[config.mk]
export PLATFORM = sky130hd
export DESIGN_NAME = sbus_frame_receiver
export DESIGN_NICKNAME = d
export VERILOG_FILES = /design/src/hw/rtl/sbus_pkg.sv /design/src/hw/rtl/sbus_frame_mem.sv /design/src/hw/rtl/sbus_unpack.sv /design/src/hw/rtl/sbus_frame_receiver.sv
export SDC_FILE = /design/constraint.sdc
export NUM_CORES = 1
export LEC_CHECK = 0
export ABC_CLOCK_PERIOD_IN_PS = 22400
export BUFFER_PORTS_ARGS = -buffer_cell sky130_fd_sc_hd__buf_2
export CORE_MARGIN = 1.5
export CORE_UTILIZATION = 40
export CTS_CLUSTER_SIZE = 14
export DETAILED_ROUTE_END_ITERATION = 10
export PLACE_DENSITY = 0.63
export SYNTH_ARGS = -nofsm -noshare
export SYNTH_HDL_FRONTEND = slang
export SYNTH_SLANG_ARGS = --single-unit
[constraint.sdc]
create_clock -name clk -period 22.4 [get_ports clk]
set_clock_uncertainty 0.15 [all_clocks]
set_input_delay 4.48 -clock clk [delete_from_list [all_inputs] [get_ports clk]]
set_output_delay 4.48 -clock clk [all_outputs]
set_load 0.02 [all_outputs]
[src/hw/rtl/sbus_pkg.sv]
// ----------------------------------------------------------------------------
// sbus_pkg
// Shared types and constants for the serial-bus frame receiver.
// ----------------------------------------------------------------------------
package sbus_pkg;

  localparam int FRAME_BYTES = 25;
  localparam int POS_W       = 5;
  localparam int CH_BITS     = 11;
  localparam int CH_IDX_W    = 5;
  localparam int CNT_W       = 5;
  // worst case: 10 leftover bits plus one fresh byte
  localparam int ACC_W       = 18;

  localparam logic [7:0]          SYNC_BYTE    = 8'h0F;
  localparam logic [POS_W-1:0]    FIRST_DATA   = 5'd1;
  localparam logic [POS_W-1:0]    FLAGS_POS    = 5'd23;
  localparam logic [POS_W-1:0]    LAST_POS     = 5'd24;
  localparam logic [POS_W-1:0]    FRAME_LEN    = 5'd25;
  localparam logic [CH_BITS-1:0]  DIGITAL_LOW  = 11'd173;
  localparam logic [CH_BITS-1:0]  DIGITAL_HIGH = 11'd1812;
  localparam logic [CH_IDX_W-1:0] LAST_ANALOG  = 5'd15;
  localparam logic [CH_IDX_W-1:0] CH_DIG0      = 5'd16;
  localparam logic [CH_IDX_W-1:0] CH_DIG1      = 5'd17;
  localparam logic [CNT_W-1:0]    CH_BITS_CNT  = 5'd11;
  localparam logic [CNT_W-1:0]    BYTE_BITS    = 5'd8;
  localparam logic [15:0]         GAP_RESET    = 16'd3500;

  // bit positions within the flags byte
  localparam int FLAG_CH16     = 0;
  localparam int FLAG_CH17     = 1;
  localparam int FLAG_LOST     = 2;
  localparam int FLAG_FAILSAFE = 3;

  typedef enum logic [1:0] {
    STATUS_COMPLETE = 2'd0,
    STATUS_FAILSAFE = 2'd1,
    STATUS_DROPPED  = 2'd2
  } status_t;

  typedef logic [POS_W-1:0] addr_t;

  // decode request from the byte intake to the unpacker
  typedef struct packed {
    logic       start;
    logic [7:0] flags;
  } decode_req_t;

endpackage

[src/hw/rtl/sbus_frame_mem.sv]
// ----------------------------------------------------------------------------
// sbus_frame_mem
// Frame byte buffer: one write port, one registered read port.
// ----------------------------------------------------------------------------
module sbus_frame_mem (
  input  logic                clk,
  input  logic                wr_en,
  input  sbus_pkg::addr_t     wr_addr,
  input  logic [7:0]          wr_data,
  input  sbus_pkg::addr_t     rd_addr,
  output logic [7:0]          rd_data
);

  logic [7:0] mem_r [sbus_pkg::FRAME_BYTES];

  always_ff @(posedge clk) begin
    if (wr_en) begin
      mem_r[wr_addr] <= wr_data;
    end
  end

  always_ff @(posedge clk) begin
    rd_data <= mem_r[rd_addr];
  end

endmodule

[src/hw/rtl/sbus_unpack.sv]
// ----------------------------------------------------------------------------
// sbus_unpack
// Channel unpacker: pulls frame bytes one at a time into a bit accumulator
// and shifts out 11-bit channels, then the two digital channels.
// ----------------------------------------------------------------------------
module sbus_unpack (
  input  logic                      clk,
  input  logic                      rst_n,
  input  sbus_pkg::decode_req_t     req,
  output logic                      idle,
  output sbus_pkg::addr_t           rd_addr,
  input  logic [7:0]                rd_data,
  output logic                      out_tvalid,
  input  logic                      out_tready,
  output logic [23:0]               out_tdata,
  output logic                      out_tlast
);

  typedef enum logic [4:0] {
    S_IDLE = 5'b00001,
    S_RD   = 5'b00010,
    S_ACC  = 5'b00100,
    S_EMIT = 5'b01000,
    S_DIG  = 5'b10000
  } state_t;

  state_t                           state_r, state_nxt;
  logic [sbus_pkg::ACC_W-1:0]       acc_r, acc_nxt;
  logic [sbus_pkg::CNT_W-1:0]       cnt_r, cnt_nxt;
  logic [sbus_pkg::CH_IDX_W-1:0]    ch_r, ch_nxt;
  sbus_pkg::addr_t                  idx_r, idx_nxt;
  logic [7:0]                       flags_r, flags_nxt;
  sbus_pkg::status_t                status_r, status_nxt;
  logic [sbus_pkg::CNT_W-1:0]       cnt_left;
  logic [sbus_pkg::CH_BITS-1:0]     value;
  logic                             dig_bit;

  assign cnt_left = cnt_r - sbus_pkg::CH_BITS_CNT;
  assign dig_bit  = (ch_r == sbus_pkg::CH_DIG0) ? flags_r[sbus_pkg::FLAG_CH16]
                                                : flags_r[sbus_pkg::FLAG_CH17];

  always_comb begin
    value = acc_r[sbus_pkg::CH_BITS-1:0];
    if (state_r == S_DIG) begin
      value = dig_bit ? sbus_pkg::DIGITAL_HIGH : sbus_pkg::DIGITAL_LOW;
    end
  end

  assign idle       = (state_r == S_IDLE);
  assign rd_addr    = idx_r;
  assign out_tvalid = (state_r == S_EMIT) || (state_r == S_DIG);
  assign out_tlast  = (state_r == S_DIG) && (ch_r == sbus_pkg::CH_DIG1);
  assign out_tdata  = {6'd0, status_r, value, ch_r};

  always_comb begin
    state_nxt  = state_r;
    acc_nxt    = acc_r;
    cnt_nxt    = cnt_r;
    ch_nxt     = ch_r;
    idx_nxt    = idx_r;
    flags_nxt  = flags_r;
    status_nxt = status_r;
    unique case (state_r)
      S_IDLE: begin
        if (req.start) begin
          state_nxt = S_RD;
          acc_nxt   = '0;
          cnt_nxt   = '0;
          ch_nxt    = '0;
          idx_nxt   = sbus_pkg::FIRST_DATA;
          flags_nxt = req.flags;
          priority if (req.flags[sbus_pkg::FLAG_FAILSAFE]) begin
            status_nxt = sbus_pkg::STATUS_FAILSAFE;
          end else if (req.flags[sbus_pkg::FLAG_LOST]) begin
            status_nxt = sbus_pkg::STATUS_DROPPED;
          end else begin
            status_nxt = sbus_pkg::STATUS_COMPLETE;
          end
        end
      end
      S_RD: begin
        // read address presented this cycle, data lands next cycle
        idx_nxt   = idx_r + 5'd1;
        state_nxt = S_ACC;
      end
      S_ACC: begin
        acc_nxt = acc_r | ({10'd0, rd_data} << cnt_r);
        cnt_nxt = cnt_r + sbus_pkg::BYTE_BITS;
        state_nxt = (cnt_nxt >= sbus_pkg::CH_BITS_CNT) ? S_EMIT : S_RD;
      end
      S_EMIT: begin
        if (out_tready) begin
          acc_nxt = acc_r >> sbus_pkg::CH_BITS;
          cnt_nxt = cnt_left;
          ch_nxt  = ch_r + 5'd1;
          priority if (ch_r == sbus_pkg::LAST_ANALOG) begin
            state_nxt = S_DIG;
          end else if (cnt_left >= sbus_pkg::CH_BITS_CNT) begin
            state_nxt = S_EMIT;
          end else begin
            state_nxt = S_RD;
          end
        end
      end
      S_DIG: begin
        if (out_tready) begin
          ch_nxt = ch_r + 5'd1;
          if (ch_r == sbus_pkg::CH_DIG1) begin
            state_nxt = S_IDLE;
          end
        end
      end
      default: state_nxt = S_IDLE;
    endcase
  end

  always_ff @(posedge clk) begin
    if (!rst_n) begin
      state_r <= S_IDLE;
    end else begin
      state_r <= state_nxt;
    end
  end

  always_ff @(posedge clk) begin
    acc_r    <= acc_nxt;
    cnt_r    <= cnt_nxt;
    ch_r     <= ch_nxt;
    idx_r    <= idx_nxt;
    flags_r  <= flags_nxt;
    status_r <= status_nxt;
  end

endmodule

[src/hw/rtl/sbus_frame_receiver.sv]
// A byte that does not complete a frame leaves the decoder idle, so bytes
// can be taken back to back. The 25th byte starts a decode that reads the
// buffered channel bytes through read and accumulate states, then emits 18
// results, stretched by output back-pressure; in_tready is low meanwhile.
// Reset (rst_n low, synchronous): position and start time to 0, gap to
// 3500 us, decoder idle; the frame buffer itself is not cleared.
// ----------------------------------------------------------------------------
// sbus_frame_receiver
// Serial-bus frame receiver with 16 analogue and 2 digital channel decoder.
// ----------------------------------------------------------------------------
module sbus_frame_receiver (
  input  logic        clk,
  input  logic        rst_n,
  input  logic        in_tvalid,
  output logic        in_tready,
  input  logic [39:0] in_tdata,    // [7:0] rx_byte, [39:8] now_us
  output logic        out_tvalid,
  input  logic        out_tready,
  output logic [23:0] out_tdata,   // [4:0] channel_index, [15:5] channel_value,
                                   // [17:16] frame_status, [23:18] zero
  output logic        out_tlast,   // last
  input  logic        cfg_valid,
  output logic        cfg_ready,
  input  logic [15:0] cfg_data     // frame_gap_us
);

  logic [15:0]           gap_r;
  sbus_pkg::addr_t       pos_r, pos_nxt;
  logic [31:0]           start_r, start_nxt;
  logic [7:0]            flags_r, flags_nxt;
  logic                  in_xact;
  logic [7:0]            rx_byte;
  logic [31:0]           now_us;
  logic [31:0]           diff;
  logic                  gap_hit;
  sbus_pkg::addr_t       pos_eff;
  logic                  wr_en;
  sbus_pkg::decode_req_t req;
  logic                  dec_idle;
  sbus_pkg::addr_t       rd_addr;
  logic [7:0]            rd_data;

  assign rx_byte   = in_tdata[7:0];
  assign now_us    = in_tdata[39:8];
  assign in_tready = dec_idle;
  assign in_xact   = in_tvalid && in_tready;
  assign cfg_ready = 1'b1;

  // a wrapped (negative) difference never counts as a gap
  assign diff    = now_us - start_r;
  assign gap_hit = !diff[31] && (diff > {16'd0, gap_r});
  assign pos_eff = gap_hit ? '0 : pos_r;

  always_comb begin
    pos_nxt   = pos_r;
    start_nxt = start_r;
    flags_nxt = flags_r;
    wr_en     = 1'b0;
    req       = '{start: 1'b0, flags: flags_r};
    if (in_xact) begin
      pos_nxt = pos_eff;
      priority if (pos_eff == '0 && rx_byte != sbus_pkg::SYNC_BYTE) begin
        pos_nxt = '0;
      end else if (pos_eff < sbus_pkg::FRAME_LEN) begin
        wr_en   = 1'b1;
        pos_nxt = pos_eff + 5'd1;
        if (pos_eff == '0) begin
          start_nxt = now_us;
        end
        if (pos_eff == sbus_pkg::FLAGS_POS) begin
          flags_nxt = rx_byte;
        end
        if (pos_eff == sbus_pkg::LAST_POS) begin
          req.start = 1'b1;
        end
      end else begin
        pos_nxt = pos_eff;
      end
    end
  end

  always_ff @(posedge clk) begin
    if (!rst_n) begin
      gap_r   <= sbus_pkg::GAP_RESET;
      pos_r   <= '0;
      start_r <= '0;
    end else begin
      if (cfg_valid && cfg_ready) begin
        gap_r <= cfg_data;
      end
      pos_r   <= pos_nxt;
      start_r <= start_nxt;
    end
  end

  always_ff @(posedge clk) begin
    flags_r <= flags_nxt;
  end

  sbus_frame_mem u_mem (
    .clk     (clk),
    .wr_en   (wr_en),
    .wr_addr (pos_eff),
    .wr_data (rx_byte),
    .rd_addr (rd_addr),
    .rd_data (rd_data)
  );

  sbus_unpack u_unpack (
    .clk        (clk),
    .rst_n      (rst_n),
    .req        (req),
    .idle       (dec_idle),
    .rd_addr    (rd_addr),
    .rd_data    (rd_data),
    .out_tvalid (out_tvalid),
    .out_tready (out_tready),
    .out_tdata  (out_tdata),
    .out_tlast  (out_tlast)
  );

  // decoder output and byte intake never run together
  a_no_overlap: assert property (@(posedge clk) disable iff (!rst_n)
    !(in_tready && out_tvalid))
    else $error("input accepted while results pending");

  a_last_ch: assert property (@(posedge clk) disable iff (!rst_n)
    (out_tvalid && out_tlast) |-> (out_tdata[4:0] == sbus_pkg::CH_DIG1))
    else $error("tlast on wrong channel");

  a_status: assert property (@(posedge clk) disable iff (!rst_n)
    out_tvalid |-> (out_tdata[17:16] != 2'd3))
    else $error("illegal frame status");

  a_end_idle: assert property (@(posedge clk) disable iff (!rst_n)
    (out_tvalid && out_tready && out_tlast) |=> in_tready)
    else $error("decoder not idle after last result");

  a_start_pos: assert property (@(posedge clk) disable iff (!rst_n)
    req.start |=> (pos_r == sbus_pkg::FRAME_LEN) && !in_tready)
    else $error("decode start without full frame");

endmodule
==> results of run 1 <==
state kept, by name, indices dropped and copies added (netlist names), 8 cells and up:
signal,count
gap_r,16
u_mem.mem_r,200
u_mem.rd_data,8
u_unpack.acc_r,18
start_r,32
worst max-delay path: cells and delay by family:
family,cells,cell delay (ps)
buf+inv,4,530
fa+ha+maj,4,1170
xor+xnor,1,140
compound gates,10,2830
simple gates,10,1690
cell type report:
type                       instances  area [sq um]
fill                            3490         20300
sequential                       307          8560
clock buffer                      47           961
multi-input combinational        828          6330
tap                              511           639
clock inverter                    14           138
timing repair buffer             106           593
inverter                          74           278
layout by cell type (no fill, tap or decap), drive strengths merged, types with 5 or more instances in the layout:
cell,count
edfxtp,241
nand2,152
buf,106
nor2,82
inv,77
a21oi,74
dfxtp,66
mux2i,59
ha,59
mux4,56
o21ai,55
clkbuf,47
nand3,23
nor4,19
nand4,19
o211ai,18
xor2,16
and3,13
or3,13
nor3,12
mux2,12
and2,11
o21a,10
xnor2,10
a31oi,9
nor2b,8
a21o,8
clkinv,8
nand2b,7
conb,7
a211oi,6
nor3b,6
a2111oi,5
routing by layer:
layer	global-route usage, %	part of all wire [%]	up-vias
met3	2.63	4.0	56
li1	-	-	4925
met2	31.2	49	216
met1	24.6	45	4982
met4	5.71	2.5	0
met5	0	0	-
worst paths after layout:
path	end	depth (start not counted)
hold reg to reg	u_unpack.flags_r[0]	0
hold / removal	u_unpack.flags_r[0]	0
setup reg to reg	u_unpack.acc_r[13]	28
setup / recovery	u_unpack.acc_r[13]	29
cells by family (layout without fill, tap and decap cells):
family,count (synthesis),count (layout)
compound gates,232,232
xor+xnor,26,26
fa+ha+maj,60,60
buf+inv,146,241
flops,307,307
mux,127,127
other cells,2,7
simple gates,376,376
stage by stage:
step	util (%)	total power [mW]
2_1_floorplan	-	0.698
3_3_place_gp	43.3	0.728
3_5_place_dp	43.3	0.729
4_1_cts	46.2	1.28
5_1_grt	46.2	1.31
6_report	46.2	1.27
power by group through the flow:
stage               logic [mW]  registers (mW)  clock network (mW)
finish                  0.0941           0.623               0.549
global route             0.105           0.624               0.583
global placement        0.0926           0.635                   0
CTS                     0.0945           0.623               0.563
floorplan               0.0634           0.634                   0
detailed placement      0.0941           0.635                   0
==> results.cfg, run 1 <==
[power]
leakagePower_nw = 6.26
seq_power_share_pct = 49.2
power_density_nw_per_um2 = 72.4
p_sw_share_pct = 22.7
clkPwrFrac_pct = 43.3
combPwrFrac_pct = 7.4
intPower_mw = 0.978
p_sw_mw = 0.288
irDropWorstVdd_v = 0.0000494

[sta]
setup_ws_ps = 11620
tightest_slew_ps = 1210
fin_hold_ws_ps = 277
hold_viol_final = 0
rsz0062_at_grt = no
setup_viol = 0
maxSlewViolCount = 0
fin_crit_ps = 10780
max_freq_mhz = 92.8
slew_headroom_pct = 19.1
min_period_over_period_pct = 48.1
tns_ps = 0

[cells_and_area]
drive_gt1_share_pct = 17.6
stdcell_count = 1887
design_area_sq_um = 17500
nets = 1473
diodes = 0
area_growth_pct = 13.1

[drt]
ant_nets = 0
drt_iter0_drc = 736
post_drt_via_cell_ratio = 5.39
first_pass_iters = 4
avgRoutedWirePerCell_um = 19.0
drc = 0
vias = 10200
wl_um = 35800

[floorplanning]
die-area_sq_um = 39900
core_sq_um = 37800
fp.dieW_um = 200
start_util_pct = 40.9
ioPinCount = 89
dieHeight_um = 200
rows = 71

[synth]
synth_top_family_by_area = multiplexers
avgSynthCellArea_sq_um = 12.1
synth_top_area_cell = edfxtp_1
synth-main-ff-cell = edfxtp_1
postSynth.asyncResetShare_pct = 0
synth_cell_types = 82
syn_area_sq_um = 15500
yosysSeqAreaShare_pct = 55.3
synth_top_area_share_pct = 46.8
ys_ff_latch = 307
synth-edff-count = 241
syn_inst = 1276
synth_area_leaders = edfxtp_1, dfxtp_1, mux4_2
yosys.area_share.simple_pct = 11.6
synthAdderAreaFrac_pct = 4.90
synth_compound_area_share_pct = 9.91
synth_most_common_cell = edfxtp_1
synthTopCellsByCount = edfxtp_1, nand2_1, nor2_1, inv_1, a21oi_1
synthXorXnorAreaFrac_pct = 1.47
yosys_warnings = 0
synth.area.mux_share_pct = 12.8

[job]
cap_violations = 0

[global_route]
grt_max_degree = 44
antenna_found_initial = 0
globalRoute.totalOverflow = 0
grt_pass1_vias = 10100
grt_pass1_wl_um = 56400
grt_use_total_pct = 18.5

[placement]
gp_congestion = 0.856
place_ws_ps = 11060
placedInstanceArea_sq_um = 16400
dp_hpwl_um = 24800
dp.cells = 1826
port_buffers = 81

[min_path]
min_path_type = flop to flop
hold_path_startpoint = flags_r[0]

[setup_path]
crit_arrival_ps = 10840
cpMaxStageDelayCell = o31ai_4
worst-path-max-fanout = 20
end_kind = flop
worstSetupStartpointType = input pin
cp_data_required_time_ps = 22460
rr_startpoint = start_r[7]
slowest_delay_ps = 680
crit_start = in_tdata[8]
path_class = input pin to flop
r2r_setup_slack_ps = 15420

[clock_tree]
clk_latency_ps = 520
path_clk_slew_ps = 60
postCtsSetupBuffers = 0
hold_buffers = 0
cts_tree = built
numCtsBuffers = 35
htreeDepth = 2
clk_path_buf_depth = 3
root_buffer = clkbuf_16
cts_resized = 0
cts.sinks = 307

[run_status]
status = completed
Power figures use the tool's default switching activity.
==> inputs of run 2 (changes only) <==
Settings changed: ABC_CLOCK_PERIOD_IN_PS 22400 to 9750, PLACE_DENSITY 0.63 to 0.65.
Clock period 22.4 ns to 9.75 ns, I/O delays scaled along.
==> run 2 against run 1 <==
Effect of this change: die area unchanged; flip-flop and latch count did not move; sequential share of layout area fell by 0.22 points; design area increased by 0.45%; core utilization rose by 0.21 points; via count increased by 1.4%; wire length is 1.7% higher; critical path depth did not move; cell count increased by 0.21%.
==> results.cfg, run 2 (synthesis gave the netlist of run 1 again) <==
[setup_path]
critPathTopFamily = compound AO/OA/AOI/OAI gates
cpMaxStageDelayCell = o31ai_4
path_class = input pin to flop
end_kind = flop
worstSetupStartpointType = input pin
worst-path-max-fanout = 20
slowest_delay_ps = 690
crit_arrival_ps = 8430
cp_data_required_time_ps = 9810
crit_buf_inv = 4

[clock_tree]
cts.sinks = 307
path_clk_slew_ps = 60
htreeDepth = 2
hold_buffers = 0
numCtsBuffers = 35
clk_latency_ps = 530
root_buffer = clkbuf_16
cts_resized = 0
clk_path_buf_depth = 3
cts_tree = built
postCtsSetupBuffers = 0

[cells_and_area]
area_growth_pct = 13.6
largestRegisters = u_mem.mem_r x200, start_r x32, u_unpack.acc_r x18
diodes = 0
regMostFlops = u_mem.mem_r
layout_commonest_cell = edfxtp_1
fill_cells = 3471
drive_gt1_share_pct = 18.0
final_core_util_pct = 46.4
nets = 1474
largest_register_ffs = 200
mostFrequentLayoutCells = edfxtp_1, nand2_1, nor2_1

[drt]
drc = 0
drt_iter0_drc = 860
wl_um = 36400
ant_nets = 0
post_drt_via_cell_ratio = 5.46
first_pass_iters = 5
avgRoutedWirePerCell_um = 19.2
vias = 10300

[sta]
rsz0062_at_grt = no
slew_headroom_pct = 19.9
setup_viol = 0
max_freq_mhz = 119
hold_viol_final = 0
tns_ps = 0
min_period_over_period_pct = 85.8
maxSlewViolCount = 0
setup_ws_ps = 1380
fin_crit_ps = 8370
tightest_slew_ps = 1200
fin_hold_ws_ps = 300

[placement]
place_ws_ps = 883
gp_congestion = 0.869
dp_hpwl_um = 25000
port_buffers = 81

[global_route]
grt_pass1_wl_um = 56800
globalRoute.totalOverflow = 0
grt_pass1_vias = 10100
grt_use_total_pct = 18.5
antenna_found_initial = 0
grt_max_degree = 46

[power]
leakagePower_nw = 6.30
irDropWorstVdd_v = 0.000134
power_density_nw_per_um2 = 169

[floorplanning]
fp.dieW_um = 200
die-area_sq_um = 39900
rows = 71
ioPinCount = 89
core_sq_um = 37800
start_util_pct = 40.9
dieHeight_um = 200

[job]
cap_violations = 0

[min_path]
min_path_type = flop to flop

[run_status]
status = completed
run 2: cell count changes in the layout (fill, tap and decap cells not counted), sizes merged:
| cell | before | now |
|---|---|---|
| buf | 106 | 107 |
| clkinvlp | 1 | 0 |
| clkbuf | 47 | 38 |
| bufinv | 2 | 4 |
| clkinv | 8 | 16 |
| inv | 77 | 80 |
run 2: layer usage:
layer | up-vias | global-route usage [%] | part of all wire, %
li1 | 4923 | - | -
met1 | 5080 | 25.0 | 44
met2 | 269 | 31.7 | 49
met3 | 51 | 2.38 | 4.6
met4 | 0 | 4.62 | 2.0
met5 | - | 0 | 0
run 2: final timing paths:
check / start / endpoint / cells after the start / slack (ps)
worst max-delay path: in_tdata[8] / u_unpack.acc_r[0] / 29 / 1380
worst min-delay path: flags_r[0] / u_unpack.flags_r[0] / 0 / 300
worst min register to register: flags_r[0] / u_unpack.flags_r[0] / 0 / 300
worst max register to register: start_r[0] / u_unpack.acc_r[0] / 27 / 2630
run 2: worst register-to-register path, delay by kind of cell, from the launching register on:
kind                       cells  cell delay [ps]
AOI/OAI and AO/OA             10             2930
and+or+nand+nor               10             1750
adders and majority gates      4             1140
buffers and inverters          2              400
DFF                            1              310
xor gates and xnor gates       1              140
run 2: metrics by stage:
stage	std cells	instance area (sq um)	total power, mW
detailed placement	1827	16400	1.68
CTS	1891	17600	3.01
global route	1891	17600	3.08
finish	1891	17600	2.98
global placement	1827	16400	1.67
floorplan	1281	15500	1.60
run 2: final cells by class:
type                       count  area, sq um  share of cell area [%]
inverter                      74          278                    1.58
timing repair buffer         107          601                    3.42
tap                          511          639                    3.64
clock buffer                  38          887                    5.05
sequential                   307         8560                    48.7
clock inverter                26          283                    1.61
multi-input combinational    828         6330                    36.0
run 2: where the power goes:
| part | leakage [nW] | switching [mW] | internal, mW |
|---|---|---|---|
| sequential | 2.71 | 0.00845 | 1.42 |
| clock | 0.574 | 0.545 | 0.781 |
| combinational | 3.02 | 0.142 | 0.0761 |
==> inputs of run 3 (changes only) <==
Settings changed: CTS_BUF_LIST set to sky130_fd_sc_hd__clkbuf_8, SYNTH_HIERARCHICAL set to 1.
==> run 3 against run 2 <==
Effect of this change: power shrank 11%; worst hold slack lost 14 ps; combinational power shrank 23%; clock power shrank 20%; flip-flop and latch count is the same; sequential power is essentially flat; synthesized area grew 1.7%; critical path depth shrank 6; cell count grew 5.0%; register-to-register slack lost 80 ps; largest cell class unchanged.
==> results.cfg, run 3 <==
[clock_tree]
cts_tree = built
clk_latency_ps = 590
numCtsBuffers = 51
postCtsSetupBuffers = 0
cts_resized = 0
cts.sinks = 307
path_clk_slew_ps = 60
htreeDepth = 2
hold_buffers = 0
root_buffer = clkbuf_8
clk_path_buf_depth = 3

[sta]
min_period_over_period_pct = 85.2
setup_ws_ps = 1440
fin_crit_ps = 8310
hold_viol_final = 0
slew_headroom_pct = 29.3
max_freq_mhz = 120
maxSlewViolCount = 0
setup_viol = 0
rsz0062_at_grt = no
tightest_slew_ps = 1060
tns_ps = 0

[cells_and_area]
regMostFlops = u_mem/mem_r
largest_register_ffs = 200
fill_cells = 3602
area_growth_pct = 10.1
drive_gt1_share_pct = 13.8
multi_input_comb_area_sq_um = 6420
mostFrequentLayoutCells = edfxtp_1, nand2_1, mux2i_1
largestRegisters = u_mem/mem_r x200, start_r x32, u_unpack/acc_r x18
regArea_sq_um = 8560
nets = 1548
layout_commonest_cell = edfxtp_1

[drt]
vias = 10600
drt_iter0_drc = 704
ant_nets = 0
first_pass_iters = 5
avgRoutedWirePerCell_um = 18.0
post_drt_via_cell_ratio = 5.34
wl_um = 35700
drc = 0

[setup_path]
end_kind = flop
path_class = input pin to flop
slowest_delay_ps = 620
crit_arrival_ps = 8370
cpMaxStageDelayCell = or3b_2
worst-path-max-fanout = 16
cp_cell_sequence = buf_2 > ha_1 > nand4_1 > a2111oi_4 > nor2_1 > nand2_1 > a31oi_1 > xnor2_1 > ha_1 > nand4_1 > nor4_1 > nand4_1 > o31ai_1 > o2111ai_1 > nor4_1 > a41oi_2 > nand2b_1 > ha_1 > o21ai_0 > o41ai_1 > nor2_1 > or3b_2 > nor2_1
setup.worst_path.end = u_mem/mem_r[4][1]
worstSetupStartpointType = input pin
crit_start = in_tdata[20]
cp_data_required_time_ps = 9810
rr_startpoint = start_r[12]
r2r_setup_slack_ps = 2550
reg2reg_depth = 23
r2r_end = u_mem/mem_r[4][1]

[global_route]
grt_use_total_pct = 17.5
grt_pass1_wl_um = 56700
antenna_found_initial = 2
grt_pass1_vias = 10600
globalRoute.totalOverflow = 0
grt_max_degree = 96

[floorplanning]
die-area_sq_um = 40500
core_sq_um = 38700
ioPinCount = 89
start_util_pct = 40.6
rows = 72
fp.dieW_um = 201
dieHeight_um = 201

[synth]
syn_inst = 1361
syn_area_sq_um = 15700
yosys_warnings = 6
avgSynthCellArea_sq_um = 11.6

[job]
cap_violations = 0

[power]
leakagePower_nw = 5.98
power_density_nw_per_um2 = 153
irDropWorstVdd_v = 0.0000959

[min_path]
min_path_type = flop to flop
min_path_cells = 0

[placement]
gp_congestion = 0.884
place_ws_ps = 949
port_buffers = 81
dp_hpwl_um = 24400

[run_status]
status = completed
## run 3: metrics by stage
stage	hold WS, ps	power, mW	cells	utilization (%)	instance area (sq um)
2_1_floorplan	250	1.55	1366	-	15800
3_3_place_gp	264	1.60	1894	42.3	16400
3_5_place_dp	267	1.61	1894	42.3	16400
4_1_cts	288	2.68	1984	44.7	17300
5_1_grt	296	2.74	1984	44.7	17300
6_report	285	2.65	1986	44.7	17300
## run 3: layout make-up
type                       instances  share of cell area, %
antenna                            2                 0.0289
timing repair buffer              90                   2.73
clock inverter                    36                   1.17
tap                              518                   3.74
multi-input combinational        906                   37.1
clock buffer                      54                   4.29
sequential                       307                   49.4
inverter                          73                   1.58
## run 3: report_power, final
group          switching, mW  internal (mW)  total, mW  leakage (nW)
logic                  0.107         0.0613      0.169          2.70
clock network          0.503          0.562       1.06         0.539
registers            0.00176           1.41       1.41          2.74
## run 3: how the worst min path moves through the flow
| stage | start | endpoint |
|---|---|---|
| 3_3_place_gp | flags_r[0] | u_unpack/flags_r[0] |
| 2_1_floorplan | flags_r[0] | u_unpack/flags_r[0] |
| 4_1_cts | flags_r[1] | u_unpack/flags_r[1] |
| 3_5_place_dp | flags_r[1] | u_unpack/flags_r[1] |
| 5_1_grt | flags_r[1] | u_unpack/flags_r[1] |
| 6_report | flags_r[1] | u_unpack/flags_r[1] |
## run 3: critical path, delay by kind of cell
| family | cells | cell delay (ps) |
|---|---|---|
| simple gates | 11 | 3330 |
| fa+ha+maj | 3 | 1000 |
| xor+xnor | 1 | 170 |
| compound gates | 7 | 1790 |
| buf+inv | 1 | 120 |
## run 3: per-layer routing
layer / global-route usage, % / wire, um / vias to the layer above
met2: 29.8 / 17300 / 278
li1: - / - / 5139
met4: 5.54 / 777 / 0
met3: 3.19 / 1850 / 58
met5: 0 / 0 / -
met1: 22.5 / 15800 / 5121
